--- src/hdl/scpa_pkg.sv ---
// ----------------------------------------------------------------------------
// scpa_pkg
// Shared widths, codes and control types of the size class pool allocator.
// ----------------------------------------------------------------------------
package scpa_pkg;

    // default configuration
    localparam int NUM_CLASSES_DEF     = 6;
    localparam int UNITS_PER_CLASS_DEF = 1024;
    localparam int SIZE_BITS_DEF       = 16;

    // fixed port widths
    localparam int SIZE_W    = 16;
    localparam int CLASS_W   = 3;
    localparam int UNIT_W    = 10;
    localparam int COUNT_W   = 11;
    localparam int STATUS_W  = 3;
    localparam int CFG_IDX_W = 3;

    // number of size registers on the configuration port
    localparam int CFG_COUNT = 6;

    // block size of class 0 after reset, doubling per class
    localparam int BASE_CLASS_SIZE = 16;

    // request mode
    localparam logic MODE_ALLOC = 1'b0;

    // class number that marks a block taken from system memory
    localparam logic [CLASS_W-1:0] SYS_CLASS = 3'd7;

    // result status codes
    localparam logic [STATUS_W-1:0] ST_GRANTED   = 3'd0;
    localparam logic [STATUS_W-1:0] ST_SYSTEM    = 3'd1;
    localparam logic [STATUS_W-1:0] ST_FREED     = 3'd2;
    localparam logic [STATUS_W-1:0] ST_DOUBLE    = 3'd3;
    localparam logic [STATUS_W-1:0] ST_SYS_BLOCK = 3'd4;
    localparam logic [STATUS_W-1:0] ST_BAD_CLASS = 3'd5;

    // decoded operation held between lookup and commit
    typedef enum logic [2:0] {
        OP_ALLOC,
        OP_FALLBACK,
        OP_FREE,
        OP_SYS_BLOCK,
        OP_BAD_CLASS
    } op_t;

    // controller to datapath
    typedef struct packed {
        logic clear_step;
        logic capture;
        logic commit;
    } scpa_cmd_t;

    // datapath to controller
    typedef struct packed {
        logic clear_last;
    } scpa_stat_t;

endpackage

--- src/hdl/scpa_ctrl.sv ---
// ----------------------------------------------------------------------------
// scpa_ctrl
// Sequencer of the allocator: clearing pass, lookup, commit and result hold.
// ----------------------------------------------------------------------------
module scpa_ctrl
    import scpa_pkg::*;
(
    input  logic       clk,
    input  logic       rst_n,
    input  logic       in_valid,
    output logic       in_ready,
    output logic       out_valid,
    input  logic       out_ready,
    input  scpa_stat_t stat,
    output scpa_cmd_t  cmd
);

    typedef enum logic [1:0] {
        S_CLEAR,
        S_IDLE,
        S_FINISH
    } state_t;

    state_t state_reg;
    logic   out_valid_reg;

    // commands to the datapath
    always_comb
    begin
        cmd.clear_step = (state_reg == S_CLEAR);
        cmd.capture    = (state_reg == S_IDLE) && in_valid;
        cmd.commit     = (state_reg == S_FINISH) && (!out_valid_reg || out_ready);
    end

    assign in_ready  = (state_reg == S_IDLE);
    assign out_valid = out_valid_reg;

    // state and output valid
    always_ff @(posedge clk or negedge rst_n)
    begin
        if (!rst_n)
        begin
            state_reg     <= S_CLEAR;
            out_valid_reg <= 1'b0;
        end
        else
        begin
            unique case (state_reg)
                S_CLEAR:
                begin
                    if (stat.clear_last)
                        state_reg <= S_IDLE;
                end
                S_IDLE:
                begin
                    if (in_valid)
                        state_reg <= S_FINISH;
                end
                S_FINISH:
                begin
                    if (cmd.commit)
                        state_reg <= S_IDLE;
                end
                default:
                begin
                    state_reg <= S_CLEAR;
                end
            endcase

            if (cmd.commit)
                out_valid_reg <= 1'b1;
            else if (out_ready)
                out_valid_reg <= 1'b0;
        end
    end

    // one transaction in flight at a time
    a_single_item: assert property (@(posedge clk) disable iff (!rst_n)
        (in_valid && in_ready) |=> !in_ready)
        else $error("second transaction taken before commit");

    // a commit always presents a result
    a_commit_valid: assert property (@(posedge clk) disable iff (!rst_n)
        cmd.commit |=> out_valid_reg)
        else $error("commit without output valid");

    // no result can exist during the clearing pass
    a_clear_quiet: assert property (@(posedge clk) disable iff (!rst_n)
        (state_reg == S_CLEAR) |-> !out_valid_reg)
        else $error("result pending during clearing pass");

endmodule

--- config.mk ---
export PLATFORM = sky130hd
export DESIGN_NAME = scpa_ctrl
export DESIGN_NICKNAME = d
export VERILOG_FILES = /design/src/hdl/scpa_pkg.sv /design/src/hdl/scpa_ctrl.sv
export SDC_FILE = /design/constraint.sdc
export NUM_CORES = 1
export LEC_CHECK = 0
export BUFFER_PORTS_ARGS = -buffer_cell sky130_fd_sc_hd__buf_2
export CAP_MARGIN = 20
export CORE_AREA = 4 4 41 43
export CTS_BUF_LIST = sky130_fd_sc_hd__clkbuf_4 sky130_fd_sc_hd__clkbuf_8 sky130_fd_sc_hd__clkbuf_16
export DETAILED_ROUTE_END_ITERATION = 16
export DIE_AREA = 0 0 45 47
export PLACE_DENSITY = 0.3
export SYNTH_ARGS = -nofsm -noshare
export SYNTH_HDL_FRONTEND = slang
export SYNTH_SLANG_ARGS = --single-unit
--- constraint.sdc ---
create_clock -name clk -period 0.8 [get_ports clk]
set_input_delay 0 -clock clk [delete_from_list [all_inputs] [get_ports clk]]
set_output_delay 0 -clock clk [all_outputs]
set_load 0.1 [all_outputs]
==> impl_metrics.env <==
export IMPL_dp_cells=43
export IMPL_violations="setup timing"
export IMPL_stdcell_count=51
export IMPL_die_width_um=45
export IMPL_ys_seq_area_share_pct=48.4
export IMPL_drive_above_1_share_pct=77.8
export IMPL_cp_end_kind="primary output"
export IMPL_final_hold_violation_count=0
export IMPL_gp_congestion=0.657
export IMPL_startpoint="state_reg[1]"
export IMPL_final_common_cell="buf_12"
export IMPL_ys_ff_latch=3
export IMPL_yosys_warnings=0
export IMPL_critPathLaunchType="flip-flop"
export IMPL_yosysUniqueCellTypes=12
export IMPL_antenna_found_initial=0
export IMPL_rows=13
export IMPL_die_h_um=47
export IMPL_maxSlewHeadroom_pct=89.6
export IMPL_numCtsBuffers=3
export IMPL_grt_max_degree=7
export IMPL_core_sq_mm=0.00130
export IMPL_syn_area_sq_um=155
export IMPL_syn_inst=16
export IMPL_post_drt_wl_per_cell_um=10.8
export IMPL_worst_pin_slew_ps=156
export IMPL_timing_final_crit_period_ps=1200
export IMPL_largest_reg_flops=2
export IMPL_placed_cell_area_sq_um=347
export IMPL_final_core_util_pct=34.5
export IMPL_finalCritPeriodShare_pct=149
export IMPL_ant_nets=0
export IMPL_hold_class="input port to async pin"
export IMPL_finalWorstSetupSlack_ps=-396
export IMPL_skew_ps=0.459
export IMPL_num_antenna_cells=0
export IMPL_wirelength_um=552
export IMPL_clk_latency_ps=240
export IMPL_drtIter0Drc=1
export IMPL_first_pass_iters=2
export IMPL_cts_root_buf="clkbuf_4"
export IMPL_io_pins=10
export IMPL_cts_tree="built"
export IMPL_cts_buffer_depth=2
export IMPL_avgSynthCellArea_sq_um=9.70
export IMPL_grt_pass1_wl_um=931
export IMPL_criticalPathCategory="flip-flop to primary output"
export IMPL_overflow=0
export IMPL_dieArea_sq_mm=0.00212
export IMPL_setup_viol=8
export IMPL_postSynthNetCount=21
export IMPL_rsz0062_at_grt="true"
export IMPL_nets=42
export IMPL_start_util_pct=11.9
export IMPL_postLayoutCellArea_sq_um=449
export IMPL_dp_slack_ps=-162
export IMPL_cts_sinks=3
export IMPL_vias=191
export IMPL_cp_data_arrival_time_ps=1200
export IMPL_path_clk_slew_ps=40
export IMPL_viasPerCell=3.75
export IMPL_crit_required_ps=800
export IMPL_fmax_mhz=836
export IMPL_path_max_fanout=5
export IMPL_n_fill_cell=146
export IMPL_dp_hpwl_um=374
export IMPL_max_cap_violations=0
export IMPL_maxSlewViolCount=0
export IMPL_cts_htree_levels=1
export IMPL_r2r_start="state_reg[1]"
export IMPL_syn_to_final_growth_pct=190
export IMPL_globalRouteTotalUtil_pct=6.79
export IMPL_grt_pass1_vias=216
export IMPL_status="finished, violations left"
export IMPL_io_buffers=9
export IMPL_drc=0
export IMPL_final_cell_mix="buf_12, clkbuf_4, buf_2"
## synth_stat cells
master    number  area, sq um
o21bai_1       1         7.51
nor2_1         1         3.75
dfrtp_1        3         75.1
o21ai_0        1         5.00
and3b_1        1         8.76
nand3b_1       1         7.51
nand2b_1       1         6.26
a21oi_1        1         5.00
nor2b_1        1         6.26
inv_1          3         11.3
o21ba_1        1         10.0
a22o_1         1         8.76
## timing repair
item | 4_1_cts | 5_1_grt
resized for setup | 4 | 2
hold buffers | 2 | 0
setup buffers | 1 | 1
setup endpoints to repair | 8 | 8
endpoints found under the hold margin | 4 | 0
## routing by layer
metal  share of wire, %  wire length, um  GRT usage [%]  vias to the layer above
li1                   -                -              -                       92
met1                 36              200           6.58                       88
met2                 51              283           10.2                       11
met3                 13               69           5.75                        0
met4                  0                0           3.51                        0
met5                  0                0              0                        -
## area by class of cell
class	instances	area (sq um)	area share [%]
multi-input cells	10	110	24.5
well taps	15	18.8	4.18
flip-flops and latches	3	81.3	18.1
inverters	3	11.3	2.51
repair buffers	16	198	44.0
clock buffers	4	30.0	6.69
## critical path, cell delays in order (launching register included)
cell     delay [ps]
dfrtp_2         450
and3b_4         330
buf_12          170
## metrics by stage
step | hold slack [ps] | setup TNS (ps)
2_1_floorplan | -296 | -2070
3_3_place_gp | -202 | -713
3_5_place_dp | -203 | -782
4_1_cts | 83.5 | -1990
5_1_grt | 78.1 | -2390
6_report | 79.9 | -1980
## path summary, 6_finish.rpt
kind                                end  slack, ps  depth (start not counted)
hold reg to reg            state_reg[1]        520                          1
max in group asynchronous     out_valid        600                          2
min in group clk           state_reg[0]         80                          3
hold / removal                out_valid         80                          2
setup / recovery                 cmd[1]       -400                          2
setup reg to reg           state_reg[0]       -190                          3
## kinds of logic after synthesis
family	count (synthesis)	share of synthesized area, %
compound gates	5	23.4
buf+inv	3	7.26
flops	3	48.4
simple gates	5	21.0
Power is not shown: default switching activity piles up to over one toggle a cycle in this logic, so the estimate is an artifact.
